$ cat src/hw/rtl/utf8d_pkg.sv
`timescale 1ns / 1ps
// ----------------------------------------------------------------------------
// utf8d_pkg
// Types and constants shared by the UTF-8 stream decoder modules.
// ----------------------------------------------------------------------------
package utf8d_pkg;

	localparam int unsigned CP_W        = 21;
	localparam int unsigned MAX_RESULTS = 4;
	localparam int unsigned CNT_W       = 3;

	localparam logic [7:0] LEAD2_MASK  = 8'h1F;
	localparam logic [7:0] LEAD3_MASK  = 8'h0F;
	localparam logic [7:0] LEAD4_MASK  = 8'h07;
	localparam logic [1:0] CONT_TAG    = 2'b10;
	localparam logic [2:0] LEN_NONE    = 3'd0;
	localparam logic [2:0] LEN_2       = 3'd2;
	localparam logic [2:0] LEN_3       = 3'd3;
	localparam logic [2:0] LEN_4       = 3'd4;

	typedef struct packed {
		logic [CP_W-1:0] codepoint;
		logic            raw_byte;
		logic            decode_error;
		logic            string_end;
		logic            last_of_run;
	} result_t;

	typedef result_t [MAX_RESULTS-1:0] result_list_t;

endpackage

$ cat src/hw/rtl/utf8d_core.sv
`timescale 1ns / 1ps
// ----------------------------------------------------------------------------
// utf8d_core
// Decoder state and the single-pass decode of one beat into up to four
// results, with the mode register.
// ----------------------------------------------------------------------------
module utf8d_core (
	input  logic                          clk,
	input  logic                          arst_n,
	input  logic                          accept,
	input  logic [7:0]                    data_byte,
	input  logic                          end_of_string,
	input  logic                          cfg_we,
	input  logic                          cfg_wdata,
	output utf8d_pkg::result_list_t       res,
	output logic [utf8d_pkg::CNT_W-1:0]   res_n
);

	logic        keep_q;
	logic [7:0]  lead_q;
	logic [2:0]  exp_len_q;
	logic [1:0]  seen_q;
	logic [20:0] pv_q;
	logic        drop_q;

	logic [7:0]  lead_d;
	logic [2:0]  exp_len_d;
	logic [1:0]  seen_d;
	logic [20:0] pv_d;
	logic        drop_d;

	logic        is_cont;
	logic [20:0] pv_shift;
	logic [2:0]  seen_inc;
	logic        do_fail;
	logic        do_lead;
	logic [1:0]  conts;

	assign is_cont  = (data_byte[7:6] == utf8d_pkg::CONT_TAG);
	assign pv_shift = {pv_q[14:0], data_byte[5:0]};
	assign seen_inc = {1'b0, seen_q} + 3'd1;
	assign conts    = seen_q - 2'd1;

	always_comb begin
		res       = '0;
		res_n     = '0;
		lead_d    = lead_q;
		exp_len_d = exp_len_q;
		seen_d    = seen_q;
		pv_d      = pv_q;
		drop_d    = drop_q;
		do_fail   = 1'b0;
		do_lead   = 1'b0;

		if (end_of_string) begin
			do_fail = !drop_q && (exp_len_q != utf8d_pkg::LEN_NONE);
		end else if (drop_q) begin
			do_fail = 1'b0;
		end else if (exp_len_q == utf8d_pkg::LEN_NONE) begin
			do_lead = 1'b1;
		end else if (is_cont) begin
			pv_d   = pv_shift;
			seen_d = seen_inc[1:0];
			if (seen_inc >= exp_len_q) begin
				res[res_n[1:0]].codepoint = pv_shift;
				res_n     = res_n + 3'd1;
				lead_d    = '0;
				exp_len_d = utf8d_pkg::LEN_NONE;
				seen_d    = '0;
				pv_d      = '0;
			end
		end else begin
			do_fail = 1'b1;
			do_lead = keep_q;
		end

		// report an open sequence that cannot complete
		if (do_fail) begin
			if (keep_q) begin
				res[res_n[1:0]].codepoint = {13'd0, lead_q};
				res[res_n[1:0]].raw_byte  = 1'b1;
				res_n = res_n + 3'd1;
				if (conts == 2'd2) begin
					res[res_n[1:0]].codepoint = {13'd0, utf8d_pkg::CONT_TAG, pv_q[11:6]};
					res[res_n[1:0]].raw_byte  = 1'b1;
					res_n = res_n + 3'd1;
				end
				if (conts != 2'd0) begin
					res[res_n[1:0]].codepoint = {13'd0, utf8d_pkg::CONT_TAG, pv_q[5:0]};
					res[res_n[1:0]].raw_byte  = 1'b1;
					res_n = res_n + 3'd1;
				end
			end else begin
				res[res_n[1:0]].decode_error = 1'b1;
				res_n  = res_n + 3'd1;
				drop_d = 1'b1;
			end
			lead_d    = '0;
			exp_len_d = utf8d_pkg::LEN_NONE;
			seen_d    = '0;
			pv_d      = '0;
		end

		// new lead byte
		if (do_lead) begin
			if (!data_byte[7]) begin
				res[res_n[1:0]].codepoint = {13'd0, data_byte};
				res_n = res_n + 3'd1;
			end else if (data_byte inside {[8'hC0:8'hF7]}) begin
				lead_d = data_byte;
				seen_d = 2'd1;
				if (data_byte <= 8'hDF) begin
					exp_len_d = utf8d_pkg::LEN_2;
					pv_d      = {13'd0, data_byte & utf8d_pkg::LEAD2_MASK};
				end else if (data_byte <= 8'hEF) begin
					exp_len_d = utf8d_pkg::LEN_3;
					pv_d      = {13'd0, data_byte & utf8d_pkg::LEAD3_MASK};
				end else begin
					exp_len_d = utf8d_pkg::LEN_4;
					pv_d      = {13'd0, data_byte & utf8d_pkg::LEAD4_MASK};
				end
			end else if (keep_q) begin
				res[res_n[1:0]].codepoint = {13'd0, data_byte};
				res[res_n[1:0]].raw_byte  = 1'b1;
				res_n = res_n + 3'd1;
			end else begin
				res[res_n[1:0]].decode_error = 1'b1;
				res_n  = res_n + 3'd1;
				drop_d = 1'b1;
			end
		end

		if (end_of_string) begin
			lead_d    = '0;
			exp_len_d = utf8d_pkg::LEN_NONE;
			seen_d    = '0;
			pv_d      = '0;
			drop_d    = 1'b0;
			res[res_n[1:0]].string_end = 1'b1;
			res_n = res_n + 3'd1;
		end

		if (res_n != '0) begin
			res[res_n[1:0] - 2'd1].last_of_run = 1'b1;
		end
	end

	always_ff @(posedge clk or negedge arst_n) begin
		if (!arst_n) begin
			keep_q    <= 1'b1;
			lead_q    <= '0;
			exp_len_q <= utf8d_pkg::LEN_NONE;
			seen_q    <= '0;
			pv_q      <= '0;
			drop_q    <= 1'b0;
		end else begin
			if (cfg_we) begin
				keep_q <= cfg_wdata;
			end
			if (accept) begin
				lead_q    <= lead_d;
				exp_len_q <= exp_len_d;
				seen_q    <= seen_d;
				pv_q      <= pv_d;
				drop_q    <= drop_d;
			end
		end
	end

endmodule

$ cat src/hw/rtl/utf8_stream_decoder.sv
`timescale 1ns / 1ps
// ----------------------------------------------------------------------------
// utf8_stream_decoder
// Byte-serial UTF-8 decoder with keep and strict handling of bad input.
// ----------------------------------------------------------------------------
// Takes one byte beat per cycle, while the output side is ready, and turns
// it in a single pass into zero to four result beats held in a four-entry
// output buffer. A clean stream runs at one byte per cycle while m_tready
// is high; a byte that gives more than one result holds the input off while
// the buffer drains, one result beat per cycle while m_tready is high.
// The input is taken again as soon as the last buffered result leaves.
module utf8_stream_decoder (
	input  logic        clk,
	input  logic        arst_n,
	input  logic        s_tvalid,
	output logic        s_tready,
	input  logic [7:0]  s_tdata,   // data_byte
	input  logic        s_tlast,   // end_of_string
	output logic        m_tvalid,
	input  logic        m_tready,
	output logic [23:0] m_tdata,   // codepoint, zero pad
	output logic [2:0]  m_tuser,   // raw_byte, decode_error, string_end
	output logic        m_tlast,   // last_of_run
	input  logic        cfg_we,
	input  logic        cfg_wdata  // keep_invalid_bytes
);

	utf8d_pkg::result_list_t       res;
	logic [utf8d_pkg::CNT_W-1:0]   res_n;
	utf8d_pkg::result_list_t       buf_q;
	logic [utf8d_pkg::CNT_W-1:0]   cnt_q;
	logic                          accept;
	logic                          pop;

	assign m_tvalid = (cnt_q != '0);
	assign pop      = m_tvalid && m_tready;
	assign s_tready = (cnt_q == '0) || ((cnt_q == 3'd1) && m_tready);
	assign accept   = s_tvalid && s_tready;

	utf8d_core u_core (
		.clk           (clk),
		.arst_n        (arst_n),
		.accept        (accept),
		.data_byte     (s_tdata),
		.end_of_string (s_tlast),
		.cfg_we        (cfg_we),
		.cfg_wdata     (cfg_wdata),
		.res           (res),
		.res_n         (res_n)
	);

	always_ff @(posedge clk or negedge arst_n) begin
		if (!arst_n) begin
			cnt_q <= '0;
		end else if (accept) begin
			cnt_q <= res_n;
		end else if (pop) begin
			cnt_q <= cnt_q - 3'd1;
		end
	end

	always_ff @(posedge clk) begin
		if (accept) begin
			buf_q <= res;
		end else if (pop) begin
			buf_q <= {utf8d_pkg::result_t'('0), buf_q[utf8d_pkg::MAX_RESULTS-1:1]};
		end
	end

	assign m_tdata = {3'd0, buf_q[0].codepoint};
	assign m_tuser = {buf_q[0].string_end, buf_q[0].decode_error, buf_q[0].raw_byte};
	assign m_tlast = buf_q[0].last_of_run;

	a_cnt_range : assert property (@(posedge clk) disable iff (!arst_n)
		cnt_q <= 3'd4)
		else $error("output buffer count out of range");

	a_last_at_tail : assert property (@(posedge clk) disable iff (!arst_n)
		m_tvalid |-> (m_tlast == (cnt_q == 3'd1)))
		else $error("last beat flag not on the final buffered result");

	a_end_is_last : assert property (@(posedge clk) disable iff (!arst_n)
		(m_tvalid && m_tuser[2]) |-> (m_tlast && m_tdata == 24'd0))
		else $error("end marker not last or carries a codepoint");

	a_error_zero : assert property (@(posedge clk) disable iff (!arst_n)
		(m_tvalid && m_tuser[1]) |-> (m_tdata == 24'd0 && !m_tuser[0]))
		else $error("error result carries data");

endmodule
$ cat config.mk
export PLATFORM = sky130hd
export DESIGN_NAME = utf8_stream_decoder
export DESIGN_NICKNAME = d
export VERILOG_FILES = /design/src/hw/rtl/utf8d_pkg.sv /design/src/hw/rtl/utf8d_core.sv /design/src/hw/rtl/utf8_stream_decoder.sv
export SDC_FILE = /design/constraint.sdc
export NUM_CORES = 1
export LEC_CHECK = 0
export BUFFER_PORTS_ARGS = -buffer_cell sky130_fd_sc_hd__buf_2
export CELL_PAD_IN_SITES_DETAIL_PLACEMENT = 2
export CELL_PAD_IN_SITES_GLOBAL_PLACEMENT = 2
export CORE_ASPECT_RATIO = 1.2
export CORE_MARGIN = 8
export CORE_UTILIZATION = 36
export CTS_BUF_LIST = sky130_fd_sc_hd__clkbuf_8
export CTS_CLUSTER_SIZE = 10
export DETAILED_ROUTE_END_ITERATION = 12
export PLACE_DENSITY_LB_ADDON = 0.1
export SLEW_MARGIN = 20
export SYNTH_ARGS = -nofsm -noshare
export SYNTH_HDL_FRONTEND = slang
export SYNTH_SLANG_ARGS = --single-unit
$ cat constraint.sdc
create_clock -name clk -period 5.2 [get_ports clk]
set_clock_uncertainty 0.15 [all_clocks]
set_input_delay 0.78 -clock clk [delete_from_list [all_inputs] [get_ports clk]]
set_output_delay 0.78 -clock clk [all_outputs]
set_load 0.05 [all_outputs]
# Word-level counts from Yosys, hierarchy flattened
# Index checks and enable logic that the tools add are counted.
# word_totals
register_bits	139
elab_cells	203
# op_classes
n_eq_ne	3
muxes	127
n_addsub	9
n_reduce_logical	20
n_lt_le_gt_ge	17
# op_table
operator	n
two-way mux 100 bit	14
bitwise mux 100 bit	12
demux 25 bit (select 2 bit)	12
two-way mux 21 bit	15
two-way mux 25 bit	4
two-way mux 3 bit	29
two-way mux 8 bit	9
less-or-equal comparator 8 bit, second input constant	3
two-way mux 2 bit	10
two-way mux 4 bit	5
less-than comparator 2 x 3 -> 1 bit, second input constant	6
two-way mux 1 bit	17
adder 3 x 1 -> 3 bit, second input constant	5
greater-or-equal comparator 2 x 1 -> 1 bit, second input constant	6
logical AND 1 bit	11
nonzero test 3 bit	3
greater-or-equal comparator 8 bit, second input constant	1
logical NOT 3 bit	2
equality test 2 bit, second input constant	2
nonzero test 2 bit	2
subtractor 2 x 1 -> 2 bit, second input constant	2
adder 2 x 1 -> 3 bit, second input constant	1
equality test 3 x 1 -> 1 bit, second input constant	1
greater-or-equal comparator 3 bit	1
3 further kinds	3

# Depth between registers and ports, before layout
# Gate-level depths: netlist of the first run.
# depth
depth_word	34
depth_mapped	20
mapped_depth_nobuf	19

# By module
# Synthesis of the first run repeated with hierarchy kept, for this count alone.
# unflattened
hier_cells	672
area_unflattened_um2	8161.6
# modules_own_cells
module	area_per_inst_um2	seq_area_each_um2	n_inst	cells_per_inst
utf8_stream_decoder	4865.9	3078.0	1	267
utf8d_core	3295.7	752.0	1	405

# Worst setup path before layout of the first run
# OpenSTA, ideal clock, no wires.
# synth_path
path_kind	in2reg
from	input s_tdata[6]
to	register buf_q[75] in the netlist's numbering (data pin)
path_buffers	2
t_required_ns	4.883
setup_time_ns	0.167
path_stages	15
arrival_ns	3.719
slack_ns	1.164
path_cell_list	buf_2 -> nand2b_1 -> nor3_2 -> and2_1 -> buf_2 -> inv_1 -> ha_1 -> xnor2_1 -> nand3_1 -> o211ai_2 -> ha_1 -> a21o_1 -> ha_1 -> a221o_1 -> a211oi_1
# synth_via
elab_chain_len	29
elab_cells_between_ends	74
classes_between	add/sub (6); order compare (4); eq/ne (1); mux (60); reduce/logical (3)
# synth_lines
element	line_no	rtl
start: declaration	utf8_stream_decoder.sv:17	input logic [7:0] s_tdata,
parallel branches: the longest is 27 deep, another holds adder 3 x 1 -> 3 bit	-	
two-way mux 100 bit (*)	utf8d_core.sv:143	if (res_n != '0) begin
two-way mux 100 bit (*)	utf8_stream_decoder.sv:63	if (accept) begin
end signal: assignment	utf8_stream_decoder.sv:64	buf_q <= res;
end signal: assignment	utf8_stream_decoder.sv:66	buf_q <= {utf8d_pkg::result_t'('0), buf_q[utf8d_pkg::MAX_RESULTS-1:1]};
end: declaration	utf8_stream_decoder.sv:30	utf8d_pkg::result_list_t buf_q;
# Mark *: on every way between the ends. The select of a mux whose other input is x is not followed.
# A chain may end at the register's enable or synchronous reset.

# Worst setup path in the final report of the first run
# layout_path
from	register u_core.seen_q[0]
to	register buf_q (netlist bit m_tdata[5]) (data pin)
# layout_via
elab_chain_len	34
elab_cells_between_ends	85
classes_between	add/sub (8); order compare (9); eq/ne (1); mux (61); reduce/logical (6)
# layout_lines
element	line_no	rtl
start: declaration	utf8d_core.sv:22	logic [1:0] seen_q;
start signal: assignment	utf8d_core.sv:163	seen_q <= seen_d;
parallel branches: the longest is 32 deep, another holds adder 2 x 1 -> 3 bit	-	
two-way mux 100 bit (*)	utf8d_core.sv:143	
two-way mux 100 bit (*)	utf8_stream_decoder.sv:63	
# Marked as above.

==> flow_summary.toml, run 1 <==
[placed_design]
gp_congestion = 0.8226
io_buffer_count = 41
dp_hpwl_microns = 13960

[floorplan]
ioPinCount = 45
rows = 50
die_area_sq_um = 20380
die_w_microns = 131.7
core_area_sq_um = 15640
start_util_pct = 36.94
die_h_microns = 154.8

[grt]
grt_pass1_wl_microns = 29880
grt_max_degree = 72
grt_pass1_vias = 5072
antenna_found_initial = 0
overflow = 0
grt_usage_pct = 18.84

[setup_path]
critical_path_class = "register to register"
arrival_ns = 4.36
cp.required_ns = 5.24
end_kind = "register"
path_max_fanout = 8
cp-start-kind = "register"

[run]
drv_cap = 0

[sta]
drv_slew = 0
rsz0062_at_grt = "no"
finalSetupTns_ns = 0
min_period_ns = 4.314
max_slew.worst_pin.slew_ns = 0.9029
finalCritPeriodShare_pct = 82.96
max_freq_mhz = 231.8
setup_viol = 0
hold_viol = 0
max_slew_margin_pct = 39.34

[route]
final_antenna_net_count = 0
drc = 0
wl_microns = 19200
first_iter_violations = 270
vias = 4681
viasPerCell = 5.994
wl_per_cell_microns = 24.58
firstDrtPassIters = 4

[yosys]
ys_types = 66
avgSynthCellArea_sq_um = 10.05
synth_seq_cells = 94
synth-main-ff-cell = "edfxtp_1"
yosysSeqAreaShare_pct = 46.02
synth_area_sq_um = 5778
netlist_instances = 575
synth_top_area_share_pct = 31.70
async_flop_share_pct = 35.11
synth.largest_area_cell = "edfxtp_1"
synth-edff-count = 61
yosys_warnings = 0
synth_area_leaders = "edfxtp_1 32%, dfrtp_1 14%, ha_1 4.5%"

[hold_path]
hold_class = "input pin to asynchronous set/reset pin"

[cts]
post_cts_resized = 0
clk_latency_ns = 0.39
postCtsSetupBuffers = 0
cts_buffer_depth = 2
cts_tree = "built"
holdBufCountCts = 0
cts_made_buffers = 9
htreeDepth = 3
path_clk_slew_ns = 0.10
cts_root_buf = "clkbuf_8"
cts_num_sinks = 94

[pwr]
power.leakage_nw = 2.434
vdd.ir_drop.worst_v = 0.0001803
power_mw = 3.251
p_per_area_nw_per_um2 = 529.9

[final_layout]
n_antenna_cell = 0
drive_gt1_share_pct = 15.53
syn_to_final_growth_pct = 6.193
layout.nets = 604

[outcome]
status = "completed"
==> stage by stage <==
stage / utilization (%) / cell area (sq um) / setup WS (ns) / cells / hold slack [ns]
after floorplan: - / 5786 / 1.164 / 577 / 0.2910
after global placement: 37.91 / 5929 / 0.8168 / 765 / 0.3111
after detailed placement: 37.91 / 5929 / 0.6284 / 765 / 0.3155
after CTS: 39.20 / 6131 / 0.9048 / 781 / 0.3390
after global routing: 39.23 / 6136 / 0.6200 / 781 / 0.3592
final: 39.23 / 6136 / 0.8859 / 781 / 0.3241
==> state kept, by name, indices dropped and copies added (netlist names) <==
register / cells
u_core.exp_len_q: 3
cnt_q: 3
m_tdata: 21
u_core.seen_q: 2
m_tlast: 1
u_core.pv_q: 15
buf_q: 36
m_tuser: 3
u_core.keep_q: 1
u_core.lead_q: 8
u_core.drop_q: 1
==> layer usage <==
layer  up-vias  global-route usage, %  routed length (microns)
met5         -                      0                        0
met3        33                  3.273                      644
li1       2116                      -                        -
met4         0                  7.068                      493
met1      2441                  21.84                     8047
met2        91                  33.98                    10010
==> power breakdown <==
group / internal [mW] / switching [mW] / total (mW)
Combinational: 0.419 / 1.12 / 1.54
Sequential: 1.05 / 0.133 / 1.18
Clock: 0.229 / 0.303 / 0.531
==> cell usage in the layout (no fill, tap or decap), drive strengths merged, types with 6 or more instances in the layout <==
master	count
ha	21
mux2i	7
nor4	6
a211oi	7
nor3	10
a22oi	12
nor2b	6
a311oi	6
and3	7
and2	16
buf	52
o21ai	18
a221o	6
edfxtp	61
a21o	7
clkbuf	9
o221ai	6
a32oi	8
nand4	9
a21oi	29
dfrtp	32
o31ai	15
nor2	33
nand2	51
o22ai	6
nand3	22
inv	30
a22o	13
==> final timing paths <==
kind | start | cells past startpoint | end | slack (ns)
min in group clk | u_core.lead_q[7] | 1 | u_core.lead_q[7] | 0.34
hold / removal | arst_n | 1 | cnt_q[0] | 0.32
max in group asynchronous | arst_n | 1 | u_core.pv_q[3] | 4.04
setup / recovery | u_core.seen_q[0] | 16 | m_tdata[5] | 0.89
hold reg to reg | u_core.lead_q[7] | 1 | u_core.lead_q[7] | 0.34
setup reg to reg | u_core.seen_q[0] | 16 | m_tdata[5] | 0.89
==> cell usage after synthesis (9+ instances only) <==
cell type and n:
a21oi_1 28, a22o_1 13, a22oi_1 12, and2_1 16
buf_2 9, buf_4 28, clkbuf_1 26, dfrtp_1 32
edfxtp_1 61, ha_1 21, inv_1 26, nand2_1 51
nand3_1 22, nand4_1 9, nor2_1 33, o21ai_0 18
o31ai_1 15
==> kinds of logic (layout without fill, tap and decap cells) <==
family / Yosys count / in the layout / share of synthesized area, %
AO/OA/AOI/OAI: 167 / 167 / 21.33
XOR/XNOR: 4 / 4 / 0.6064
adder cells (fa/ha/maj): 21 / 21 / 4.547
buffers and inverters: 98 / 94 / 8.770
flip-flops: 94 / 94 / 46.02
multiplexers: 12 / 12 / 2.187
other: 1 / 3 / 0.06490
AND/OR/NAND/NOR: 178 / 178 / 16.48
==> worst max-delay path, cell delays in order, from the launching register on <==
cell and delay, ns:
dfrtp_1 0.49, ha_1 0.34, inv_1 0.06, ha_1 0.27, nand2_1 0.07, o21ai_1 0.26
and2_1 0.20, inv_1 0.05, ha_1 0.29, xnor2_1 0.17, nand3_1 0.11, o211ai_2 0.18
ha_1 0.34, nand2_1 0.14, nor4_4 0.45, nor3_1 0.19, a221oi_1 0.35
==> cell type report <==
class,count,area (sq um)
Timing Repair Buffer,52,287.8
Fill cell,1711,9504
Sequential cell,94,2659
Clock buffer,9,123.9
Inverter,26,97.59
Multi-Input combinational cell,385,2630
Clock inverter,7,77.57
Tap cell,208,260.3
Note: power is estimated with default switching activity, not from simulation.
==> run 2, diff against run 1 <==
Clock period 5.2 ns to 4.2 ns, I/O delays scaled along.
==> run 2 against run 1 <==
Effect of this change:
- die area unchanged
- hold slack worse by 0.16 ns
- critical endpoint is now buf_q[25]
- register-to-register slack got worse by 0.65 ns
- power is 24% higher
- largest cell class unchanged
- cell area is 1.7% higher
- clock-buffer cell count did not move
- critical path depth unchanged
- non-clock buffer count grew 12
- largest power group unchanged
- first-iteration DRC count is 21% higher
- worst setup slack got worse by 0.65 ns
- clock power rose by 17%
==> flow_summary.toml, run 2 (same netlist as run 1, synthesis figures left out) <==
[outcome]
status = "completed"

[pwr]
power.leakage_nw = 2.498
p_per_area_nw_per_um2 = 648.5
power_mw = 4.048
vdd.ir_drop.worst_v = 0.0002014

[grt]
grt_pass1_vias = 5100
antenna_found_initial = 0
grt_max_degree = 36
grt_usage_pct = 18.85
grt_pass1_wl_microns = 30030
overflow = 0

[sta]
hold_viol = 0
finalSetupTns_ns = 0
max_freq_mhz = 252.0
min_period_ns = 3.968
rsz0062_at_grt = "no"
max_slew.worst_pin.slew_ns = 1.082
max_slew_margin_pct = 27.34
setup_viol = 0
drv_slew = 0
finalCritPeriodShare_pct = 94.49
setup_slack_ns = 0.2316

[route]
viasPerCell = 5.854
drc = 0
vias = 4642
firstDrtPassIters = 4
wl_microns = 19290
final_antenna_net_count = 0
wl_per_cell_microns = 24.32
first_iter_violations = 327

[final_layout]
syn_to_final_growth_pct = 8.034
fillers = 1721
postLayoutCoreUtil_pct = 39.91
final_common_cell = "edfxtp_1"
most-common-layout-cells = "61 x edfxtp_1, 51 x nand2_1, 41 x buf_2"
drive_gt1_share_pct = 17.95
largest_reg_flops = 36
n_antenna_cell = 0
top_register = "buf_q"
layout.nets = 616
multiInputGateArea_sq_um = 2644
seqCellArea_sq_um = 2661

[cts]
cts_root_buf = "clkbuf_8"
path_clk_slew_ns = 0.11
cts_tree = "built"
clk_latency_ns = 0.40
cts_num_sinks = 94
holdBufCountCts = 0
cts_buffer_depth = 2
htreeDepth = 3
cts_made_buffers = 9

[floorplan]
die_area_sq_um = 20380
die_w_microns = 131.7
ioPinCount = 45
start_util_pct = 36.94
die_h_microns = 154.8
core_area_sq_um = 15640
rows = 50

[setup_path]
r2r_cells = 16
path_max_fanout = 7
critical_path_class = "register to register"
arrival_ns = 3.96
cp.required_ns = 4.20
end_kind = "register"
r2r_start = "u_core.seen_q[0]"
reg2reg_to = "buf_q[25]"
ff2ff_setup_slack_ns = 0.23
cp-start-kind = "register"

[placed_design]
pre_cts_ws_ns = 0.1970
dp_hpwl_microns = 13920
gp_congestion = 0.8182
io_buffer_count = 41

[hold_path]
hold_class = "input pin to asynchronous set/reset pin"

[run]
drv_cap = 0
==> run 2: changes by cell type in the layout (fill, tap and decap cells not counted), sizes merged <==
cell and delta:
buf +12, bufinv -1, clkinv +1
==> run 2: cell type report <==
class                   instances  share of cell area, %
well taps                     208                  4.169
flip-flops and latches         94                  42.63
inverters                      26                  1.563
repair buffers                 64                  6.254
clock inverters                 7                  1.042
multi-input cells             385                  42.35
clock buffers                   9                  1.984
==> run 2: through the flow <==
step	instance area, sq um	instances	hold slack [ns]
after global routing	6242	793	0.2069
final	6242	793	0.1689
after detailed placement	6002	773	0.3285
after global placement	6002	773	0.3259
after floorplan	5786	577	0.1844
after CTS	6191	789	0.1860
==> run 2: critical path: stages (launching register included) <==
cell and delay [ns]:
dfrtp_2 0.47, ha_1 0.29, inv_1 0.05, ha_1 0.27, nand2_1 0.08, o21ai_2 0.14, and2_1 0.16, inv_1 0.04
ha_1 0.29, xnor2_1 0.16, nand3_1 0.14, o211ai_4 0.18, ha_2 0.35, a21o_1 0.20, ha_1 0.30, o22ai_1 0.30
o31ai_1 0.13
==> run 2: how the worst max path moves through the flow <==
stage          depth (start not counted)    endpoint  slack, ns             start
6_report                              16   buf_q[25]       0.23  u_core.seen_q[0]
5_1_grt                               17  m_tdata[1]       0.03  u_core.seen_q[0]
3_5_place_dp                          16  m_tdata[1]       0.20  u_core.seen_q[0]
2_1_floorplan                         15   buf_q[75]       0.31        s_tdata[6]
3_3_place_gp                          16   buf_q[25]       0.25  u_core.seen_q[0]
4_1_cts                               17  m_tdata[1]       0.14  u_core.seen_q[1]
==> run 2: repair_timing <==
item,CTS,global route
resized for setup,0,6
setup buffers,0,4
setup endpoints to repair,0,9
==> run 2: report_power, final <==
part           switching (mW)  internal [mW]
clock network           0.392          0.230
logic                    1.41          0.567
registers               0.148           1.30
==> run 2: layer usage <==
layer / GRT usage [%] / part of all wire [%] / wire length (microns)
met3: 2.949 / 2.8 / 534
met1: 22.13 / 43 / 8330
met4: 6.904 / 2.2 / 429
met2: 33.98 / 52 / 9994
met5: 0 / 0 / 0
